==> config.mk <==
export PLATFORM = sky130hd
export DESIGN_NAME = xfm_fold
export DESIGN_NICKNAME = d
export VERILOG_FILES = /design/src/design/xfm_pkg.sv /design/src/design/xfm_fold.sv
export SDC_FILE = /design/constraint.sdc
export NUM_CORES = 2
export LEC_CHECK = 0
export ABC_CLOCK_PERIOD_IN_PS = 5890
export BUFFER_PORTS_ARGS = -buffer_cell sky130_fd_sc_hd__buf_2
export CAP_MARGIN = 20
export CORE_ASPECT_RATIO = 1.25
export CORE_MARGIN = 2
export CORE_UTILIZATION = 55
export CTS_CLUSTER_DIAMETER = 50
export DETAILED_ROUTE_END_ITERATION = 8
export PLACE_DENSITY = 0.76
export RECOVER_POWER = 25
export SLEW_MARGIN = 25
export SYNTH_ARGS = -nofsm -noshare
export SYNTH_HDL_FRONTEND = slang
export SYNTH_SLANG_ARGS = --single-unit
==> constraint.sdc <==
create_clock -name clk -period 5.89 [get_ports clk]
set_input_delay 0.8835 -clock clk [delete_from_list [all_inputs] [get_ports clk]]
set_output_delay 0.8835 -clock clk [all_outputs]
set_load 0.05 [all_outputs]
==> src/design/xfm_pkg.sv <==
// shared constants and types for the x25519 field multiplier
`timescale 1ns / 1ps

package xfm_pkg;

  // limb and digit geometry
  localparam int LIMB_W    = 64;
  localparam int NUM_LIMBS = 4;
  localparam int DIGIT_W   = 32;
  localparam int NUM_DIG   = 8;
  localparam int NUM_PP    = NUM_DIG * NUM_DIG;
  localparam int NUM_COL   = 2 * NUM_DIG - 1;
  localparam int COL_W     = 2 * DIGIT_W + 3;
  localparam int ELEM_W    = LIMB_W * NUM_LIMBS;
  localparam int PROD_W    = 2 * ELEM_W;
  localparam int FOLD_W    = ELEM_W + 6;

  // 2^256 is congruent to this modulo 2^255-19
  localparam logic [5:0] FOLD_FACTOR = 6'd38;

  typedef logic [2*DIGIT_W-1:0] pp_t;
  typedef logic [COL_W-1:0]     col_t;

endpackage

==> src/design/xfm_fold.sv <==
// three folds of the product by 38 back into four limbs
`timescale 1ns / 1ps

module xfm_fold (
  input  logic                        clk,
  input  logic                        rst,
  input  logic                        valid_in,
  input  logic [xfm_pkg::PROD_W-1:0]  prod,
  output logic                        valid_out,
  output logic [xfm_pkg::ELEM_W-1:0]  result
);

  logic [xfm_pkg::FOLD_W-1:0] t, t_next;
  logic [xfm_pkg::ELEM_W:0]   u, u_next;
  logic [xfm_pkg::ELEM_W-1:0] result_next;
  logic [xfm_pkg::ELEM_W-1:0] hi_part;
  logic [11:0]                fold2;
  logic                       t_valid, u_valid;

  // first fold: low half plus 38 times the high half, exact
  always_comb begin
    hi_part = prod[xfm_pkg::PROD_W-1 -: xfm_pkg::ELEM_W];
    t_next  = {6'd0, prod[xfm_pkg::ELEM_W-1:0]} +
              ({6'd0, hi_part} << 5) + ({6'd0, hi_part} << 2) + ({6'd0, hi_part} << 1);
  end

  // second fold: six overflow bits times 38
  always_comb begin
    fold2  = {6'd0, t[xfm_pkg::FOLD_W-1 -: 6]} * {6'd0, xfm_pkg::FOLD_FACTOR};
    u_next = {1'b0, t[xfm_pkg::ELEM_W-1:0]} + {{(xfm_pkg::ELEM_W-11){1'b0}}, fold2};
  end

  // third fold: last carry bit times 38, cannot carry out
  always_comb begin
    result_next = u[xfm_pkg::ELEM_W-1:0] +
                  {{(xfm_pkg::ELEM_W-6){1'b0}}, (u[xfm_pkg::ELEM_W] ? xfm_pkg::FOLD_FACTOR : 6'd0)};
  end

  always_ff @(posedge clk) begin
    if (rst) begin
      t_valid   <= 1'b0;
      u_valid   <= 1'b0;
      valid_out <= 1'b0;
    end else begin
      t_valid   <= valid_in;
      u_valid   <= t_valid;
      valid_out <= u_valid;
    end
    t      <= t_next;
    u      <= u_next;
    result <= result_next;
  end

`ifndef SYNTHESIS
  // every item leaves after passing the t, u and result registers
  a_latency: assert property (@(posedge clk) disable iff (rst) valid_in |-> ##3 valid_out)
    else $error("fold latency broken");
  // no item appears from nowhere
  a_no_ghost: assert property (@(posedge clk) disable iff (rst)
    valid_out |-> $past(valid_in, 3))
    else $error("fold emitted an item not fed in");
  // a carry out of the second fold leaves a small low word
  a_small_after_carry: assert property (@(posedge clk) disable iff (rst)
    (u_valid && u[xfm_pkg::ELEM_W]) |-> (u[xfm_pkg::ELEM_W-1:12] == '0))
    else $error("second fold carry with large remainder");
`endif

endmodule

==> run summary <==
Design Area, Final -> 77,300 um^2
num rows -> 137
Crit Path Class -> in -> reg
initial antenna violation count -> 39
fin crit share -> 100%
vias per std cell -> 5.97
Layout area overhead -> 25.2%
Mapped Area -> 61,700 um^2
Main synth FF type -> dfxtp_1
status -> complete, but fails checks
failing checks -> negative setup slack
largest net degree at the start of global routing -> 17
H-tree depth -> 3
largest family of logic cells by synthesized area -> adder cells
Num Clock Sinks -> 778
Final Hold Viols -> 0
number of routed nets with antenna violations -> 0
Die Y -> 379 um
simple-gate share of the synthesized area -> 20.6%
Setup violations, final -> 1
vias in the first global route -> 64,300
area post-placement -> 74,600 um^2
core footprint -> 111,000 um^2
# DRC -> 0
Chip Width -> 304 um
number of synthesized flops with an enable pin -> 0
Starting Density -> 55.4%
Final min period -> 5.91 ns
WL final -> 264,000 um
syn nets -> 8,803
Port Buffers -> 771
WP data arrival -> 6.47 ns
Synth Area in XOR/XNOR -> 10.9%
Final HPWL DP -> 228,000 um
Crit. End Element -> flop
Boundary Pins -> 772
share of layout cells above drive strength 1 -> 19.7%
P per Cell Area -> 538 nW/um^2
top cells by count, synth -> inv_1 (1,114), dfxtp_1 (778), nand2_1 (621)
fin nets -> 10,500
first-pass GRT wire length -> 385,000 um
register area share after synthesis -> 25.2%
clk_skew -> 0.0617 ns
Netlist cell types -> 85
Synth Instances -> 7,482
Die Area -> 115,000 um^2
worst rel slew slack -> 10.6%
VDD IR-drop max -> 0.375 mV
top post-synthesis cells by area -> dfxtp_1 (25%), fa_1 (17%), inv_1 (6.8%)
final worst slack -> -0.0156 ns
startpoint types -> primary input
worst slew pin tran -> 1.33 ns
Async SR Flop Fraction -> 0%
Critical Path Fanout Max -> 4
max-cap violation count -> 0
FMAX -> 169 MHz
Crit path required time -> 6.46 ns
Post-Synth Adder-Cell Area -> 22.6%
Congestion Overflow GR -> 0
#FFs+latches synth -> 778
Max Buffers Root-to-Sink -> 3
post-synthesis compound-gate area fraction -> 12.8%
cts bufs inserted -> 83
Hold WC Path Type -> in -> reg
Post-CTS Setup Bufs -> 0
CTS tree -> done
Yosys top cell area share -> 25.2%
GPL Wtd Cong -> 1.06
Vias -> 64,100
wire per inst -> 24.6 um
Post-Place Worst Slack -> -1.31 ns
1st-pass router iterations -> 6
drt first-iter violations -> 6,566
CTS clk-pin slew, worst paths -> 0.06 ns
static leakage -> 35.9 nW
Skew-Pair Late Insertion Delay -> 0.69 ns
syn_area_per_cell -> 8.25 um^2
Ys Warns -> 0
post-synthesis mux area share -> 0%
cell taking the most area after synthesis -> dfxtp_1
GR Util All Layers -> 44.4%
top-count cell post-synth -> inv_1
Clk Tree Root Cell -> clkbuf_16
count of pins over their slew limit -> 0
==> kinds of logic (layout without fill, tap and decap cells) <==
| family | after synthesis | count (layout) |
|---|---|---|
| AND/OR/NAND/NOR | 2509 | 2509 |
| buffers and inverters | 1316 | 3086 |
| AO/OA/AOI/OAI | 1307 | 1307 |
| adder cells (fa/ha/maj) | 806 | 806 |
| flip-flops | 778 | 778 |
| XOR/XNOR | 766 | 766 |
| other | 0 | 26 |
==> layout by cell type (no fill, tap or decap), types with 13 or more instances in the layout <==
| cell | n |
|---|---|
| a211oi_1 | 19 |
| nand4_1 | 357 |
| xnor2_1 | 474 |
| or4_1 | 19 |
| or2_2 | 33 |
| nor2_1 | 490 |
| a21o_1 | 109 |
| nor3_1 | 197 |
| o21bai_1 | 91 |
| clkbuf_1 | 235 |
| or3_1 | 31 |
| o31ai_1 | 33 |
| o21ai_0 | 317 |
| o211ai_1 | 20 |
| nor2b_1 | 37 |
| and4_1 | 63 |
| nor4_1 | 96 |
| buf_4 | 1047 |
| and3_1 | 131 |
| nand2b_1 | 20 |
| and2_1 | 47 |
| ha_1 | 295 |
| buf_2 | 548 |
| a21oi_1 | 493 |
| nand2_1 | 621 |
| xor2_1 | 291 |
| a21boi_0 | 25 |
| dfxtp_1 | 778 |
| diode_2 | 26 |
| fa_1 | 511 |
| clkbuf_16 | 84 |
| inv_1 | 1114 |
| nand3_1 | 309 |
| o21a_1 | 34 |
| a41oi_1 | 13 |
| a221oi_1 | 17 |
| a31oi_1 | 39 |
==> power by group <==
group,total (mW),switching (mW),internal (mW)
registers,11.4,3.12,8.26
clock network,5.44,2.38,3.06
logic,24.8,16.0,8.79
==> final cells by class <==
type / instances / area, um^2
Sequential cell: 778 / 15600
Fill cell: 9087 / 34200
Antenna cell: 26 / 65.1
Multi-Input combinational cell: 5388 / 41300
Tap cell: 1459 / 1830
Clock buffer: 106 / 2300
Inverter: 1114 / 4180
Timing Repair Buffer: 1822 / 11500
Clock inverter: 44 / 552
==> final timing paths <==
kind,startpoint,endpoint,slack (ns),depth (start not counted)
max,prod[258],t[259],-0.02,23
min,prod[0],t[0],0.30,1
max reg2reg,t[260],u[211],0.18,16
min reg2reg,t[0],u[0],0.33,0
==> stage by stage <==
step | TNS, ns | utilization [%] | power, mW | hold slack [ns] | cells
after detailed placement | -19.39 | 66.9 | 35.4 | 0.314 | 10600
after global routing | -0.000233 | 69.3 | 43.1 | 0.292 | 10700
after floorplan | 0 | - | 24.2 | 0.310 | 7482
after CTS | 0 | 69.5 | 40.9 | 0.270 | 10700
after global placement | -14.96 | 66.9 | 35.0 | 0.310 | 10600
final | -0.0156 | 69.3 | 41.6 | 0.298 | 10700
==> state kept, by name, indices dropped and copies added (netlist names) <==
name and flops:
t_valid 1, u_valid 1, result 256, u 257, valid_out 1, t 262
==> routing by layer <==
layer | wire (um) | track usage [%] | up-vias
li1 | - | - | 28600
met1 | 96300 | 51.6 | 30800
met2 | 121000 | 73.9 | 3681
met3 | 23200 | 7.59 | 981
met4 | 23200 | 33.2 | 16
met5 | 103 | 0 | -
==> worst max-delay path, stage by stage <==
cell	delay, ns
buf_2	0.07
inv_1	0.09
buf_4	0.17
fa_1	0.47
inv_1	0.05
ha_1	0.29
ha_1	0.19
inv_1	0.06
fa_1	0.38
nand2b_1	0.20
a21oi_1	0.18
o2111ai_1	0.31
a21oi_2	0.40
o21ai_1	0.27
a2111oi_2	0.43
buf_4	0.18
a211oi_1	0.04
buf_4	0.18
o31ai_1	0.42
o21ai_1	0.35
o21ai_1	0.35
a21oi_1	0.20
xnor2_2	0.30
==> timing repair <==
action / in CTS / in global routing
gates resized for setup: 7 / 6
pin swaps: 0 / 1
hold endpoints to repair: 0 / 0
endpoints found under the setup margin: 10 / 11
hold buffers: 0 / 0
Note: power is estimated with default switching activity, not from simulation.
