### src/design/xfm_pkg.sv
// shared constants and types for the x25519 field multiplier
`timescale 1ns / 1ps

package xfm_pkg;

  // limb and digit geometry
  localparam int LIMB_W    = 64;
  localparam int NUM_LIMBS = 4;
  localparam int DIGIT_W   = 32;
  localparam int NUM_DIG   = 8;
  localparam int NUM_PP    = NUM_DIG * NUM_DIG;
  localparam int NUM_COL   = 2 * NUM_DIG - 1;
  localparam int COL_W     = 2 * DIGIT_W + 3;
  localparam int ELEM_W    = LIMB_W * NUM_LIMBS;
  localparam int PROD_W    = 2 * ELEM_W;
  localparam int FOLD_W    = ELEM_W + 6;

  // 2^256 is congruent to this modulo 2^255-19
  localparam logic [5:0] FOLD_FACTOR = 6'd38;

  typedef logic [2*DIGIT_W-1:0] pp_t;
  typedef logic [COL_W-1:0]     col_t;

endpackage

### src/design/xfm_carry.sv
// carry resolution of the column sums into the full product
`timescale 1ns / 1ps

module xfm_carry (
  input  logic                        clk,
  input  logic                        rst,
  input  logic                        valid_in,
  input  xfm_pkg::col_t               col [xfm_pkg::NUM_COL],
  output logic                        valid_out,
  output logic [xfm_pkg::PROD_W-1:0]  prod
);

  localparam int EXT_W = xfm_pkg::PROD_W + 2 * xfm_pkg::LIMB_W;

  logic [EXT_W-1:0]          ev_lo, ev_hi, od_lo, od_hi;
  logic [xfm_pkg::PROD_W-1:0] prod_next;

  // even and odd columns laid out as non-overlapping words
  always_comb begin
    ev_lo = '0;
    ev_hi = '0;
    od_lo = '0;
    od_hi = '0;
    for (int c = 0; c < xfm_pkg::NUM_COL; c++) begin
      if (c % 2 == 0) begin
        ev_lo[c*xfm_pkg::DIGIT_W +: 2*xfm_pkg::DIGIT_W] = col[c][2*xfm_pkg::DIGIT_W-1:0];
        ev_hi[c*xfm_pkg::DIGIT_W + 2*xfm_pkg::DIGIT_W +: 3] =
          col[c][xfm_pkg::COL_W-1 -: 3];
      end else begin
        od_lo[c*xfm_pkg::DIGIT_W +: 2*xfm_pkg::DIGIT_W] = col[c][2*xfm_pkg::DIGIT_W-1:0];
        od_hi[c*xfm_pkg::DIGIT_W + 2*xfm_pkg::DIGIT_W +: 3] =
          col[c][xfm_pkg::COL_W-1 -: 3];
      end
    end
    prod_next = ev_lo[xfm_pkg::PROD_W-1:0] + ev_hi[xfm_pkg::PROD_W-1:0] +
                od_lo[xfm_pkg::PROD_W-1:0] + od_hi[xfm_pkg::PROD_W-1:0];
  end

  always_ff @(posedge clk) begin
    if (rst) begin
      valid_out <= 1'b0;
    end else begin
      valid_out <= valid_in;
    end
    prod <= prod_next;
  end

endmodule

### config.mk
export PLATFORM = sky130hd
export DESIGN_NAME = xfm_carry
export DESIGN_NICKNAME = d
export VERILOG_FILES = /design/src/design/xfm_pkg.sv /design/src/design/xfm_carry.sv
export SDC_FILE = /design/constraint.sdc
export NUM_CORES = 2
export LEC_CHECK = 0
export ABC_CLOCK_PERIOD_IN_PS = 5800
export BUFFER_PORTS_ARGS = -buffer_cell sky130_fd_sc_hd__buf_2
export CAP_MARGIN = 20
export CORE_AREA = 10 10 590 592
export CTS_CLUSTER_SIZE = 20
export DETAILED_ROUTE_END_ITERATION = 8
export DIE_AREA = 0 0 600 602
export HOLD_SLACK_MARGIN = 0.03
export PLACE_DENSITY = 0.42
export SLEW_MARGIN = 25
export SYNTH_ARGS = -nofsm -noshare
export SYNTH_HDL_FRONTEND = slang
export SYNTH_SLANG_ARGS = --single-unit
### constraint.sdc
create_clock -name clk -period 5.8 [get_ports clk]
set_input_delay 1.16 -clock clk [delete_from_list [all_inputs] [get_ports clk]]
set_output_delay 1.16 -clock clk [all_outputs]
set_load 0.01 [all_outputs]
==> results.md <==
Synthesis:
- Counting every net in the synthesized netlist gives 9,133.
- The cell type with the largest total area after synthesis is sky130_fd_sc_hd__ha_1.
- Yosys instantiated no cell more often than sky130_fd_sc_hd__a21oi_1.
- The synthesized design contains 513 register bits.
- The synthesized netlist cell count is 7,222.
- The synthesized netlist contains 85 unique library cells.
- Summing every instance area after synthesis gives 0.0532 mm^2.
- By count the netlist is led by 1,054 x sky130_fd_sc_hd__a21oi_1, 874 x sky130_fd_sc_hd__nand2_1, 863 x sky130_fd_sc_hd__ha_1.
- Ranked by total cell area, the synthesized netlist is headed by sky130_fd_sc_hd__ha_1 20%, sky130_fd_sc_hd__dfxtp_1 19%, sky130_fd_sc_hd__a21oi_1 9.9%.
- For this run, asynchronously set or reset flops after synthesis account for 0%.
- In the synthesized netlist the dominant register cell turns out to be sky130_fd_sc_hd__dfxtp_1.
- The area fraction of the dominant cell type after synthesis is 20.3%.
- The post-synthesis area per instance is 7.37 um^2.
- For this run, the number of Yosys warnings is 0.
- After synthesis, flip-flops and latches occupy 19.3% of the total area.
- The count of flip-flops with a built-in enable after synthesis is 0.

Clock network:
- The buffer cell driving the clock tree root is sky130_fd_sc_hd__clkbuf_16.
- The longest clock path from root to sink contains 4 buffers.
- The total clock sinks is 513.
- In this run the number of H-tree levels came out at 3.
- The TritonCTS clock tree is built.
- Counting the buffers created by CTS gives 82.
- The register clock-pin slew on the reported worst setup and hold paths is 60 ps.

Routing:
- The length of the first detailed-routing pass in iterations is 5.
- The via count of the routed design is 73,600.
- The detailed-route wire length is 470,000 um.
- The count of antenna-violating nets left after detailed routing is 0.
- The number of DRC markers in iteration 0 is 5,872.
- The detailed-route vias per instance is 4.65.
- After detailed routing, the number of remaining DRC violations is 0.
- After detailed routing, the average wire length per cell comes to 29.7 um.

Timing:
- In the final timing run, aggregate negative setup slack is 0 ps.
- Setup repair after global routing left no endpoint under its margin.
- Headroom to the max-slew limit came out at 25.8%.
- The share of the clock period used by the worst path after layout is 99.4%.
- The final critical-path setup slack is 34.0 ps.
- The minimum period implied by the final worst setup slack is 5770 ps.
- Across all hold checks on the routed design, the worst slack comes to 435 ps.
- Static timing analysis puts the maximum clock frequency at 0.173 GHz.
- The max-slew violation count is 0.
- The number of endpoints with negative hold slack in the final report is 0.
- For the pin with the worst max-slew slack, the measured transition is 1100 ps.
- The setup violation total in the final timing report is 0.

Floorplanning:
- From left edge to right edge, the die measures 600 um.
- The die outline height is 602 um.
- The region available for standard cell placement spans 0.336 mm^2.
- The number of rows created at floorplan is 213.
- The initial core utilization is 15.9%.
- The overall die area is 0.361 mm^2.
- For this design the top-level I/O count stands at 1,521.

Placement:
- The number of port buffers is 1,517.
- At the end of routability-driven placement, the weighted congestion stood at 1.03.
- The placed standard-cell area is 0.0860 mm^2.
- The HPWL after detailed placement is 431,000 um.
- The worst setup timing slack at the placement stage is -1550 ps.

Global route:
- The number of antenna violations at the first check in global routing was 89.
- The wire length of the first global-routing pass is 621,000 um.
- In the global route stage, overall resource usage came out at 24.5%.
- The total overflow left after global routing is 0.
- The number of global-route vias before repair is 74,400.
- Entering global routing, the biggest net connects 13 pins.

Worst setup path:
- The maximum fanout encountered on the critical timing path is 3.
- Data on the critical path is required at its endpoint by 6430 ps.
- The worst setup path is of the in -> reg kind.
- STA classifies the critical path endpoint as a flop.
- The worst path arrival time is 6400 ps.
- The startpoint kind of the worst setup timing path is an input pin.

Power and ir drop:
- Dividing total power by cell area gives a power density of 284 mW/mm^2.
- The maximum ir drop on the vdd rail is 0.242 mV.
- The analysis attributes to cell leakage a power of 42.5 nW.

Hold path:
- The worst hold path begins at col[959].
- The worst min-delay path category is in -> reg.
- The number of cells on the worst hold path is 1.
- For hold timing, the worst endpoint is prod[21]$_DFF_P_.

Final layout:
- The layout overhead on the synthesized area is 68.7%.
- Across the whole layout, storage elements account for 0.0103 mm^2.
- Summing all multi-input logic gate instances after layout gives 0.0421 mm^2.
- At the end of the flow, the number of nets in the layout was 13,200.
- The final cell area excluding filler cells is 0.0898 mm^2.
- The layout has 38,000 filler cells.
- Of the cells placed in the final design, the portion with a size suffix greater than 1 is 39.7%.

Outcome:
- The flow ran to the end, and the final reports show no timing, DRC or antenna violations.

Job:
- The max-cap check violation count is 0.
## metrics by stage
| step | std cells | utilization [%] | total power, mW |
|---|---|---|---|
| floorplan | 7222 | - | 9.96 |
| global placement | 15600 | 25.6 | 19.8 |
| detailed placement | 15600 | 25.6 | 19.7 |
| CTS | 15800 | 26.5 | 25.5 |
| global route | 15800 | 26.7 | 26.5 |
| finish | 15800 | 26.7 | 25.5 |
## critical path, stage by stage
cell,delay [ps]
sky130_fd_sc_hd__buf_2,110
sky130_fd_sc_hd__ha_1,320
sky130_fd_sc_hd__ha_1,310
sky130_fd_sc_hd__a211oi_1,100
sky130_fd_sc_hd__o211a_1,250
sky130_fd_sc_hd__or4_1,580
sky130_fd_sc_hd__a2111oi_4,490
sky130_fd_sc_hd__nor3b_4,120
sky130_fd_sc_hd__nor2_1,190
sky130_fd_sc_hd__nor2_1,100
sky130_fd_sc_hd__nor2_1,160
sky130_fd_sc_hd__buf_4,160
sky130_fd_sc_hd__a21o_1,250
sky130_fd_sc_hd__a21o_1,180
sky130_fd_sc_hd__a211o_1,240
sky130_fd_sc_hd__a41oi_1,140
sky130_fd_sc_hd__buf_4,210
sky130_fd_sc_hd__o21ai_0,460
sky130_fd_sc_hd__a21oi_1,190
sky130_fd_sc_hd__buf_4,180
sky130_fd_sc_hd__xnor2_1,490
## cell families after synthesis
kind of cell | share of synthesized area [%]
compound gates | 27.4
buf+inv | 3.13
xor+xnor | 7.83
fa+ha+maj | 21.8
flops | 19.3
simple gates | 20.6
## metal layers
| metal | wire length [um] | global-route usage, % | vias to the layer above |
|---|---|---|---|
| met5 | 219 | 0 | - |
| li1 | - | - | 34700 |
| met3 | 26700 | 3.91 | 665 |
| met2 | 219000 | 41.4 | 2698 |
| met4 | 30600 | 13.0 | 32 |
| met1 | 193000 | 29.8 | 35500 |
## flip-flops by register name, indices dropped and copies added, names as in the netlist
name and cells:
prod 512, valid_out 1
## power breakdown
| part | internal, mW | switching, mW | leakage (nW) |
|---|---|---|---|
| Sequential | 4.59 | 0.741 | 4.33 |
| Combinational | 5.88 | 8.72 | 36.8 |
| Clock | 3.24 | 2.32 | 1.38 |
| Total | 13.7 | 11.8 | 42.5 |
## cell type report
type	count	share of cell area, %
Tap cell	4407	6.14
Timing Repair Buffer	4202	31.3
Multi-Input combinational cell	6270	46.9
Sequential cell	513	11.4
Antenna cell	65	0.181
Inverter	223	0.932
Clock buffer	99	2.49
Clock inverter	45	0.641
## worst max-delay path by stage
stage	end	start
4_1_cts	prod[445]$_DFF_P_	col[935]
5_1_grt	prod[466]$_DFF_P_	col[893]
2_1_floorplan	prod[470]$_DFF_P_	col[804]
3_5_place_dp	prod[384]$_DFF_P_	col[806]
3_3_place_gp	prod[503]$_DFF_P_	col[935]
6_report	prod[304]$_DFF_P_	col[873]
## cell usage in the layout, fill, tap and decap left out, types with 159 or more instances in the layout
| cell type | instances |
|---|---|
| sky130_fd_sc_hd__buf_4 | 2657 |
| sky130_fd_sc_hd__buf_2 | 1517 |
| sky130_fd_sc_hd__a21oi_1 | 1037 |
| sky130_fd_sc_hd__nand2_1 | 871 |
| sky130_fd_sc_hd__ha_1 | 843 |
| sky130_fd_sc_hd__o21ai_0 | 671 |
| sky130_fd_sc_hd__nor2_1 | 658 |
| sky130_fd_sc_hd__dfxtp_1 | 513 |
| sky130_fd_sc_hd__xnor2_1 | 292 |
| sky130_fd_sc_hd__nand4_1 | 279 |
| sky130_fd_sc_hd__inv_1 | 223 |
| sky130_fd_sc_hd__xor2_1 | 182 |
| sky130_fd_sc_hd__nor3_1 | 165 |
| sky130_fd_sc_hd__o21bai_1 | 159 |
## timing repair
| item | 4_1_cts | 5_1_grt |
|---|---|---|
| pin swaps | 1 | 40 |
| resized for setup | 32 | 114 |
| hold buffers | 0 | 0 |
| endpoints found under the setup margin | 44 | 74 |
| buffers inserted | 0 | 9 |
No activity file was read; power rests on OpenSTA's default activity.
